## src/rtl/core/jbt_pkg.sv

```systemverilog
package jbt_pkg;

	// Lexer modes.
	localparam logic [2:0] MODE_IDLE    = 3'd0;
	localparam logic [2:0] MODE_NUM     = 3'd1;
	localparam logic [2:0] MODE_NUM_DOT = 3'd2;
	localparam logic [2:0] MODE_STR     = 3'd3;
	localparam logic [2:0] MODE_STR_ESC = 3'd4;
	localparam logic [2:0] MODE_WORD    = 3'd5;

	// Token kinds.
	localparam logic [3:0] TK_LBRACE    = 4'd0;
	localparam logic [3:0] TK_RBRACE    = 4'd1;
	localparam logic [3:0] TK_LBRACKET  = 4'd2;
	localparam logic [3:0] TK_RBRACKET  = 4'd3;
	localparam logic [3:0] TK_MINUS     = 4'd4;
	localparam logic [3:0] TK_COLON     = 4'd5;
	localparam logic [3:0] TK_COMMA     = 4'd6;
	localparam logic [3:0] TK_UNKNOWN   = 4'd7;
	localparam logic [3:0] TK_NUMBER    = 4'd8;
	localparam logic [3:0] TK_STRING    = 4'd9;
	localparam logic [3:0] TK_TRUE      = 4'd10;
	localparam logic [3:0] TK_FALSE     = 4'd11;
	localparam logic [3:0] TK_NULL      = 4'd12;
	localparam logic [3:0] TK_UNDEFINED = 4'd13;
	localparam logic [3:0] TK_END       = 4'd14;
	localparam logic [3:0] TK_ERROR     = 4'd15;

	// Result events.
	localparam logic [1:0] EV_WHOLE = 2'd0;
	localparam logic [1:0] EV_BODY  = 2'd1;
	localparam logic [1:0] EV_END   = 2'd2;

	// Configuration register indexes.
	localparam logic CFG_START_LINE   = 1'b0;
	localparam logic CFG_START_COLUMN = 1'b1;

	localparam logic [15:0] RESET_LINE   = 16'd1;
	localparam logic [15:0] RESET_COLUMN = 16'd0;

	typedef struct packed {
		logic [7:0] char_byte;
		logic       end_of_input;
	} jbt_in_t;

	typedef struct packed {
		logic [3:0]  token_kind;
		logic [1:0]  event_res;
		logic [7:0]  body_byte;
		logic [15:0] token_line;
		logic [15:0] token_column;
		logic        last_result;
	} jbt_out_t;

	// Lexer state; kw_match holds the still-possible keywords (high three bits,
	// true/false/null) over the word length saturating at seven (low three bits).
	typedef struct packed {
		logic [2:0]  mode;
		logic [15:0] line_count;
		logic [15:0] column_count;
		logic [15:0] start_line_held;
		logic [15:0] start_column_held;
		logic        decimal_seen;
		logic [5:0]  kw_match;
	} jbt_state_t;

	localparam jbt_state_t STATE_RESET = {MODE_IDLE, RESET_LINE, RESET_COLUMN,
		16'd0, 16'd0, 1'b0, 6'd0};

	// All results that one input transaction causes.
	typedef struct packed {
		logic [1:0]           cnt;
		jbt_out_t [2:0]       res;
	} jbt_group_t;

endpackage

```

## src/rtl/core/jbt_step.sv

```systemverilog
module jbt_step (
	input  jbt_pkg::jbt_state_t st,
	input  jbt_pkg::jbt_in_t    item,
	output jbt_pkg::jbt_state_t nxt,
	output jbt_pkg::jbt_group_t grp
);

	localparam logic [7:0] CH_NEWLINE    = 8'h0A;
	localparam logic [7:0] CH_SPACE      = 8'h20;
	localparam logic [7:0] CH_QUOTE      = 8'h22;
	localparam logic [7:0] CH_DOT        = 8'h2E;
	localparam logic [7:0] CH_BACKSLASH  = 8'h5C;
	localparam logic [7:0] CH_UNDERSCORE = 8'h5F;

	localparam logic [1:0] KW_TRUE  = 2'd0;
	localparam logic [1:0] KW_FALSE = 2'd1;
	localparam logic [1:0] KW_NULL  = 2'd2;

	function automatic logic [15:0] sat_inc(input logic [15:0] v);
		return (v == 16'hFFFF) ? v : v + 16'd1;
	endfunction

	function automatic logic is_digit(input logic [7:0] ch);
		return (ch >= "0") && (ch <= "9");
	endfunction

	function automatic logic is_alpha(input logic [7:0] ch);
		return ((ch >= "a") && (ch <= "z")) || ((ch >= "A") && (ch <= "Z"));
	endfunction

	function automatic logic is_space(input logic [7:0] ch);
		return (ch == CH_SPACE) || ((ch >= 8'd9) && (ch <= 8'd13));
	endfunction

	function automatic logic [2:0] kw_len(input logic [1:0] k);
		return (k == KW_FALSE) ? 3'd5 : 3'd4;
	endfunction

	function automatic logic [7:0] kw_char(input logic [1:0] k, input logic [2:0] pos);
		logic [7:0] ch;
		ch = 8'h00;
		unique case (k)
			KW_TRUE: begin
				unique case (pos)
					3'd0: ch = "t";
					3'd1: ch = "r";
					3'd2: ch = "u";
					3'd3: ch = "e";
					default: ch = 8'h00;
				endcase
			end
			KW_FALSE: begin
				unique case (pos)
					3'd0: ch = "f";
					3'd1: ch = "a";
					3'd2: ch = "l";
					3'd3: ch = "s";
					3'd4: ch = "e";
					default: ch = 8'h00;
				endcase
			end
			KW_NULL: begin
				unique case (pos)
					3'd0: ch = "n";
					3'd1: ch = "u";
					3'd2: ch = "l";
					3'd3: ch = "l";
					default: ch = 8'h00;
				endcase
			end
			default: ch = 8'h00;
		endcase
		return ch;
	endfunction

	function automatic logic [5:0] word_add(input logic [5:0] km, input logic [7:0] ch);
		logic [2:0] len;
		logic [2:0] mask;
		len  = km[2:0];
		mask = km[5:3];
		for (int k = 0; k < 3; k++) begin
			if ((len >= kw_len(k[1:0])) || (kw_char(k[1:0], len) != ch))
				mask[k] = 1'b0;
		end
		if (len != 3'd7)
			len = len + 3'd1;
		return {mask, len};
	endfunction

	function automatic logic [3:0] word_kind(input logic [5:0] km);
		logic [3:0] kind;
		kind = jbt_pkg::TK_UNDEFINED;
		if (km[3 + KW_TRUE] && (km[2:0] == kw_len(KW_TRUE)))
			kind = jbt_pkg::TK_TRUE;
		if (km[3 + KW_FALSE] && (km[2:0] == kw_len(KW_FALSE)))
			kind = jbt_pkg::TK_FALSE;
		if (km[3 + KW_NULL] && (km[2:0] == kw_len(KW_NULL)))
			kind = jbt_pkg::TK_NULL;
		return kind;
	endfunction

	function automatic jbt_pkg::jbt_out_t mk(input logic [3:0] kind, input logic [1:0] ev,
			input logic [7:0] b, input logic [15:0] ln, input logic [15:0] col);
		jbt_pkg::jbt_out_t r;
		r.token_kind   = kind;
		r.event_res    = ev;
		r.body_byte    = b;
		r.token_line   = ln;
		r.token_column = col;
		r.last_result  = 1'b0;
		return r;
	endfunction

	function automatic logic [3:0] punct_kind(input logic [7:0] ch);
		logic [3:0] kind;
		unique case (ch)
			"{":     kind = jbt_pkg::TK_LBRACE;
			"}":     kind = jbt_pkg::TK_RBRACE;
			"[":     kind = jbt_pkg::TK_LBRACKET;
			"]":     kind = jbt_pkg::TK_RBRACKET;
			"-":     kind = jbt_pkg::TK_MINUS;
			":":     kind = jbt_pkg::TK_COLON;
			",":     kind = jbt_pkg::TK_COMMA;
			default: kind = jbt_pkg::TK_UNKNOWN;
		endcase
		return kind;
	endfunction

	jbt_pkg::jbt_out_t [2:0] res;
	logic [1:0]  n;
	logic        do_idle;
	logic        err;
	logic [7:0]  c;
	logic [15:0] hl;
	logic [15:0] hc;

	always_comb begin
		nxt     = st;
		res     = '0;
		n       = 2'd0;
		do_idle = 1'b0;
		err     = 1'b0;
		c       = item.char_byte;
		hl      = st.start_line_held;
		hc      = st.start_column_held;
		if (item.end_of_input) begin
			unique case (st.mode)
				jbt_pkg::MODE_NUM, jbt_pkg::MODE_NUM_DOT: begin
					res[n] = mk(jbt_pkg::TK_NUMBER, jbt_pkg::EV_END, 8'h00, hl, hc);
					n = n + 2'd1;
				end
				jbt_pkg::MODE_WORD: begin
					res[n] = mk(word_kind(st.kw_match), jbt_pkg::EV_WHOLE, 8'h00, hl, hc);
					n = n + 2'd1;
				end
				jbt_pkg::MODE_STR, jbt_pkg::MODE_STR_ESC: begin
					res[n] = mk(jbt_pkg::TK_ERROR, jbt_pkg::EV_WHOLE, 8'h00, hl, hc);
					n = n + 2'd1;
					err = 1'b1;
				end
				default: begin
				end
			endcase
			if (!err) begin
				res[n] = mk(jbt_pkg::TK_END, jbt_pkg::EV_WHOLE, 8'h00, st.line_count,
					sat_inc(st.column_count));
				n = n + 2'd1;
			end
			nxt.mode         = jbt_pkg::MODE_IDLE;
			nxt.decimal_seen = 1'b0;
		end else begin
			nxt.column_count = sat_inc(st.column_count);
			if (c == CH_NEWLINE) begin
				nxt.line_count   = sat_inc(st.line_count);
				nxt.column_count = 16'd0;
			end
			unique case (st.mode)
				jbt_pkg::MODE_NUM: begin
					if (is_digit(c)) begin
						res[n] = mk(jbt_pkg::TK_NUMBER, jbt_pkg::EV_BODY, c, hl, hc);
						n = n + 2'd1;
					end else if ((c == CH_DOT) && !st.decimal_seen) begin
						nxt.mode = jbt_pkg::MODE_NUM_DOT;
					end else begin
						res[n] = mk(jbt_pkg::TK_NUMBER, jbt_pkg::EV_END, 8'h00, hl, hc);
						n = n + 2'd1;
						nxt.decimal_seen = 1'b0;
						do_idle = 1'b1;
					end
				end
				jbt_pkg::MODE_NUM_DOT: begin
					if (c == CH_DOT) begin
						// Double dot: the held dot is dropped.
						res[n] = mk(jbt_pkg::TK_NUMBER, jbt_pkg::EV_END, 8'h00, hl, hc);
						n = n + 2'd1;
						nxt.decimal_seen = 1'b0;
						do_idle = 1'b1;
					end else begin
						res[n] = mk(jbt_pkg::TK_NUMBER, jbt_pkg::EV_BODY, CH_DOT, hl, hc);
						n = n + 2'd1;
						nxt.decimal_seen = 1'b1;
						nxt.mode = jbt_pkg::MODE_NUM;
						if (is_digit(c)) begin
							res[n] = mk(jbt_pkg::TK_NUMBER, jbt_pkg::EV_BODY, c, hl, hc);
							n = n + 2'd1;
						end else begin
							res[n] = mk(jbt_pkg::TK_NUMBER, jbt_pkg::EV_END, 8'h00, hl, hc);
							n = n + 2'd1;
							nxt.decimal_seen = 1'b0;
							do_idle = 1'b1;
						end
					end
				end
				jbt_pkg::MODE_STR: begin
					if (c == CH_QUOTE) begin
						res[n] = mk(jbt_pkg::TK_STRING, jbt_pkg::EV_END, 8'h00, hl, hc);
						n = n + 2'd1;
						nxt.mode = jbt_pkg::MODE_IDLE;
					end else begin
						res[n] = mk(jbt_pkg::TK_STRING, jbt_pkg::EV_BODY, c, hl, hc);
						n = n + 2'd1;
						if (c == CH_BACKSLASH)
							nxt.mode = jbt_pkg::MODE_STR_ESC;
					end
				end
				jbt_pkg::MODE_STR_ESC: begin
					res[n] = mk(jbt_pkg::TK_STRING, jbt_pkg::EV_BODY, c, hl, hc);
					n = n + 2'd1;
					nxt.mode = jbt_pkg::MODE_STR;
				end
				jbt_pkg::MODE_WORD: begin
					if (is_alpha(c) || (c == CH_UNDERSCORE)) begin
						nxt.kw_match = word_add(st.kw_match, c);
					end else begin
						res[n] = mk(word_kind(st.kw_match), jbt_pkg::EV_WHOLE, 8'h00, hl, hc);
						n = n + 2'd1;
						do_idle = 1'b1;
					end
				end
				default: do_idle = 1'b1;
			endcase
			// The byte that ends a number or word, or any byte in idle mode, starts the next token here.
			if (do_idle) begin
				nxt.mode = jbt_pkg::MODE_IDLE;
				if (is_space(c)) begin
				end else if (is_digit(c)) begin
					nxt.start_line_held   = nxt.line_count;
					nxt.start_column_held = nxt.column_count;
					nxt.decimal_seen      = 1'b0;
					nxt.mode              = jbt_pkg::MODE_NUM;
					res[n] = mk(jbt_pkg::TK_NUMBER, jbt_pkg::EV_BODY, c, nxt.line_count,
						nxt.column_count);
					n = n + 2'd1;
				end else if (is_alpha(c)) begin
					nxt.start_line_held   = nxt.line_count;
					nxt.start_column_held = nxt.column_count;
					nxt.kw_match          = word_add(6'b111_000, c);
					nxt.mode              = jbt_pkg::MODE_WORD;
				end else if (c == CH_QUOTE) begin
					nxt.start_line_held   = nxt.line_count;
					nxt.start_column_held = nxt.column_count;
					nxt.mode              = jbt_pkg::MODE_STR;
				end else begin
					res[n] = mk(punct_kind(c), jbt_pkg::EV_WHOLE, 8'h00, nxt.line_count,
						nxt.column_count);
					n = n + 2'd1;
				end
			end
		end
		if (n != 2'd0)
			res[n - 2'd1].last_result = 1'b1;
		grp.cnt = n;
		grp.res = res;
	end

endmodule

```

## src/rtl/core/jbt_outq.sv

```systemverilog
module jbt_outq (
	input  logic                clk,
	input  logic                arst_n,
	input  logic                load,
	input  jbt_pkg::jbt_group_t grp_in,
	output logic                can_load,
	output logic                out_valid,
	input  logic                out_ready,
	output jbt_pkg::jbt_out_t   out_data
);

	jbt_pkg::jbt_group_t grp_q;
	logic [1:0]          idx_q;
	logic                valid_q;
	logic                at_last;

	assign at_last   = (idx_q == (grp_q.cnt - 2'd1));
	assign can_load  = !valid_q || (out_ready && at_last);
	assign out_valid = valid_q;
	assign out_data  = grp_q.res[idx_q];

	always_ff @(posedge clk or negedge arst_n) begin
		if (!arst_n) begin
			valid_q <= 1'b0;
			idx_q   <= 2'd0;
		end else if (load) begin
			valid_q <= 1'b1;
			idx_q   <= 2'd0;
		end else if (valid_q && out_ready) begin
			if (at_last)
				valid_q <= 1'b0;
			else
				idx_q <= idx_q + 2'd1;
		end
	end

	always_ff @(posedge clk) begin
		if (load)
			grp_q <= grp_in;
	end

endmodule

```

## src/rtl/core/json_byte_tokenizer.sv

```systemverilog
// An accepted transaction is captured in the input register; its results are formed
// combinationally and loaded into the output register once that can load.
// Throughput: one transaction per cycle while the output queue can take its results;
// the output drains one result of a group per cycle while out_ready is high.
// Reset clears all control state and loads line 1, column 0; no clearing pass.
module json_byte_tokenizer (
	input  logic              clk,
	input  logic              arst_n,
	input  logic              in_valid,
	output logic              in_ready,
	input  jbt_pkg::jbt_in_t  in_data,
	output logic              out_valid,
	input  logic              out_ready,
	output jbt_pkg::jbt_out_t out_data,
	input  logic              cfg_we,
	input  logic              cfg_index,
	input  logic [15:0]       cfg_wdata
);

	logic                valid_s1;
	jbt_pkg::jbt_in_t    item_s1;
	jbt_pkg::jbt_state_t st_q;
	jbt_pkg::jbt_state_t st_nxt;
	jbt_pkg::jbt_state_t st_d;
	jbt_pkg::jbt_group_t grp;
	logic                can_load;
	logic                advance;
	logic                load;

	// An item that causes no result moves on without touching the output side.
	assign advance  = valid_s1 && ((grp.cnt == 2'd0) || can_load);
	assign load     = advance && (grp.cnt != 2'd0);
	assign in_ready = !valid_s1 || advance;

	always_ff @(posedge clk or negedge arst_n) begin
		if (!arst_n) begin
			valid_s1 <= 1'b0;
		end else if (in_ready) begin
			valid_s1 <= in_valid;
		end
	end

	always_ff @(posedge clk) begin
		if (in_ready && in_valid)
			item_s1 <= in_data;
	end

	always_comb begin
		st_d = advance ? st_nxt : st_q;
		if (cfg_we) begin
			unique case (cfg_index)
				jbt_pkg::CFG_START_LINE:   st_d.line_count   = cfg_wdata;
				jbt_pkg::CFG_START_COLUMN: st_d.column_count = cfg_wdata;
				default: begin
				end
			endcase
		end
	end

	always_ff @(posedge clk or negedge arst_n) begin
		if (!arst_n) begin
			st_q <= jbt_pkg::STATE_RESET;
		end else begin
			st_q <= st_d;
		end
	end

	jbt_step u_step (
		.st   (st_q),
		.item (item_s1),
		.nxt  (st_nxt),
		.grp  (grp)
	);

	jbt_outq u_outq (
		.clk       (clk),
		.arst_n    (arst_n),
		.load      (load),
		.grp_in    (grp),
		.can_load  (can_load),
		.out_valid (out_valid),
		.out_ready (out_ready),
		.out_data  (out_data)
	);

endmodule

```

## config.mk

```make
export PLATFORM = sky130hd
export DESIGN_NAME = json_byte_tokenizer
export DESIGN_NICKNAME = d
export VERILOG_FILES = /design/src/rtl/core/jbt_pkg.sv /design/src/rtl/core/jbt_step.sv /design/src/rtl/core/jbt_outq.sv /design/src/rtl/core/json_byte_tokenizer.sv
export SDC_FILE = /design/constraint.sdc
export NUM_CORES = 1
export LEC_CHECK = 0
export BUFFER_PORTS_ARGS = -buffer_cell sky130_fd_sc_hd__buf_4
export CORE_ASPECT_RATIO = 0.75
export CORE_MARGIN = 5
export CORE_UTILIZATION = 35
export DETAILED_ROUTE_END_ITERATION = 6
export GPL_TIMING_DRIVEN = 0
export PLACE_DENSITY = 0.61
export SYNTH_ARGS = -nofsm -noshare
export SYNTH_HDL_FRONTEND = slang
export SYNTH_SLANG_ARGS = --single-unit
```

## constraint.sdc

```tcl
create_clock -name clk -period 12.26 [get_ports clk]
set_input_delay 0.613 -clock clk [delete_from_list [all_inputs] [get_ports clk]]
set_output_delay 0.613 -clock clk [all_outputs]
set_load 0.01 [all_outputs]
```

==> results.ini <==
[status]
status = finished, final reports clean

[yosys]
syn_area_mm2 = 0.0129
async_flop_share = 0.342
yosysTopAreaCell = edfxtp_1
synth_edf_count = 150
synth_top_area_frac = 0.349
synth_seq_area_share = 0.500
synth_ff_type = edfxtp_1
synth_seq_cells = 228
ys_top_cells_by_area = edfxtp_1 35%, dfrtp_1 15%, o21ai_0 6.1%
avgSynthCellArea_um2 = 9.48
yosys.cell_count.top_type = nand2_1
synth.top_cells.by_count = 175 x nand2_1, 157 x o21ai_0, 150 x edfxtp_1
yosysUniqueCellTypes = 82
yosys_warnings = 0
netlist_instances = 1363

[layout]
utilization = 0.412
layout.nets = 1515
drive_gt1_frac = 0.122
antennaDiodeCount = 0
stdcell_count = 1998
syn_to_final_growth_pct = 17.3
fillCellCount = 3670

[power]
cellLeakagePower_uw = 0.00558
power_density_mw_per_mm2 = 304
power.internal_uw = 2550
switching_share = 0.447
power_switching_uw = 2060
peakVddDrop_v = 0.000139
clockPowerShare = 0.190
p_total_uw = 4600
seqPwrFrac = 0.305
p_comb_frac = 0.505

[route]
route.detailed.drc = 0
drt_iter0_drc = 1420
vias = 11200
antenna_left = 0
wire_per_inst_um = 21.3
drt-total-wl_mm = 42.5
drt_first_pass_iters = 6
via_per_inst = 5.61

[timing]
max_slew_margin = 0.0273
setup_violations = 0
period_minus_slack_ns = 4.56
fin_crit_sh = 0.372
tightestPinTransition_ns = 1.44
worst_clock_skew_ns = 0.0118
final-max-slew-violation-count = 0
fin_ws_ns = 7.70
clock.fmax_ghz = 0.219
finalSetupTns_ns = 0
grt_setup_unrepaired = false
hold_violations = 0

[placement]
hpwlAfterDp_mm = 31.7
numPortBuffers = 79
place.gp.congestion = 0.948
post-place-ws_ns = 7.98
placed_cells = 1950

[setup_path]
cp_num_cells = 10
path_cells = or4_4 > nor3_2 > o32ai_2 > a211oi_4 > ha_1 > a31oi_1 > a21o_2 > a21oi_4 > nand2_1 > buf_4
critical_path_class = flip-flop to output port
crit_path_start_kind = flip-flop
slowest_delay_ns = 0.57
crit_path_top_delay_cell = or4_4
cp.required_ns = 11.65
r2r_cells = 9
cp_max_fo = 9
crit_buf_inv = 1
startpoint = item_s1[8]$_DFFE_PP_
end_kind = output port
timing.rr.start = item_s1[8]$_DFFE_PP_
path_delay_family = compound AO/OA/AOI/OAI gates
arrival_ns = 3.95

[hold_path]
whs_path_depth = 1
min-delay-start = in_data[7]
min_path_type = input port to flip-flop

[global_route]
grt_pass1_wl_mm = 64.7
met2_usage = 0.270
use_met1 = 0.324
grt_overflow = 0
antenna_found_initial = 1
grt_util_met3 = 0.0534
grt_max_degree = 79
grt.total_usage = 0.202
grt-busiest-layer = met1
grt_pass1_vias = 10500

[clocking]
cts_buffer_depth = 3
cts_resized = 0
postCtsSetupBuffers = 0
postCtsHoldBufs = 0
path_clk_slew_ns = 0.06
worst_skew_pair.late_latency_ns = 0.54
cts-buffers-inserted = 26
cts.sinks = 228
cts_tree = done
htreeDepth = 1
cts-root-buf = clkbuf_16

[flow_run]
drv_cap = 0

[die]
fp.dieH_um = 176
dieArea_mm2 = 0.0409
std_cell_rows = 61
core_area_mm2 = 0.0368
io_pins = 80
die_w_um = 232
start_util = 0.351

## cells by family after synthesis
family / after synthesis / share of synthesized area
compound gates: 357 / 0.173
xor+xnor: 32 / 0.0217
fa+ha+maj: 10 / 0.00968
buf+inv: 139 / 0.0434
flops: 228 / 0.500
mux: 80 / 0.0651
other cells: 1 / 0.000290
simple gates: 516 / 0.187
## power groups by stage
| stage | logic [uW] | registers (uW) | clock network, uW |
|---|---|---|---|
| final | 2330 | 1400 | 876 |
| after global routing | 2500 | 1430 | 919 |
| after floorplan | 1440 | 1380 | 0 |
| after global placement | 2230 | 1440 | 0 |
| after CTS | 2280 | 1400 | 888 |
| after detailed placement | 2270 | 1410 | 0 |
## per-stage QoR
stage	cell area, um2	hold WS [ns]
CTS	15200	0.235
finish	15200	0.250
detailed placement	14200	0.536
floorplan	12900	0.317
global route	15200	0.238
global placement	14200	0.498
## registers in the layout, summed over array words and instances, names as in the netlist
signal / cells
u_outq.idx_q: 2
st_q: 74
u_outq.grp_q: 141
valid_s1: 1
item_s1: 9
u_outq.out_valid: 1
## worst paths after layout
path | end | slack (ns)
setup / recovery | in_ready | 7.70
hold / removal | item_s1[7]$_DFFE_PP_ | 0.25
setup reg to reg | u_outq.grp_q[21]$_DFFE_PP_ | 7.90
hold reg to reg | st_q[4]$_DFFE_PN0P_ | 0.54
max in group asynchronous | st_q[46]$_DFF_PN0_ | 11.20
min in group asynchronous | u_outq.idx_q[1]$_DFFE_PN0P_ | 0.26
## final cells by class
class,count,area (um2),area share
buffer,112,459,0.0303
clock buffer,31,691,0.0456
clock inverter,17,272,0.0179
inverter,27,101,0.00669
multi-input combinational,999,5920,0.391
sequential,228,6460,0.426
tap,504,631,0.0416
timing repair buffer,80,621,0.0410
## routing by layer
layer  vias to the layer above  part of all wire
li1                       5220                 -
met5                         -                 0
met2                       564              0.39
met3                        64              0.11
met4                         0             0.022
met1                      5365              0.48
## cell usage in the layout, fill, tap and decap left out, types with 7 or more instances in the layout
cell type / instances
nand2_1: 175
buf_4: 79
bufinv_16: 7
nand3_1: 66
o22ai_1: 20
nand2b_1: 12
ha_1: 10
or3_1: 15
clkbuf_1: 98
a31oi_1: 43
buf_2: 10
a221o_1: 7
o211ai_1: 11
dfrtp_1: 77
o221ai_1: 18
xor2_1: 19
nor2b_1: 9
o21ai_0: 157
a21oi_1: 41
inv_1: 26
nand4_1: 9
and3_1: 18
and2_1: 19
nor2_1: 123
mux2i_1: 69
nor3_1: 30
edfxtp_1: 150
mux2_4: 7
xnor2_1: 13
clkbuf_16: 27
or2_2: 14
No activity file was read; power rests on OpenSTA's default activity.
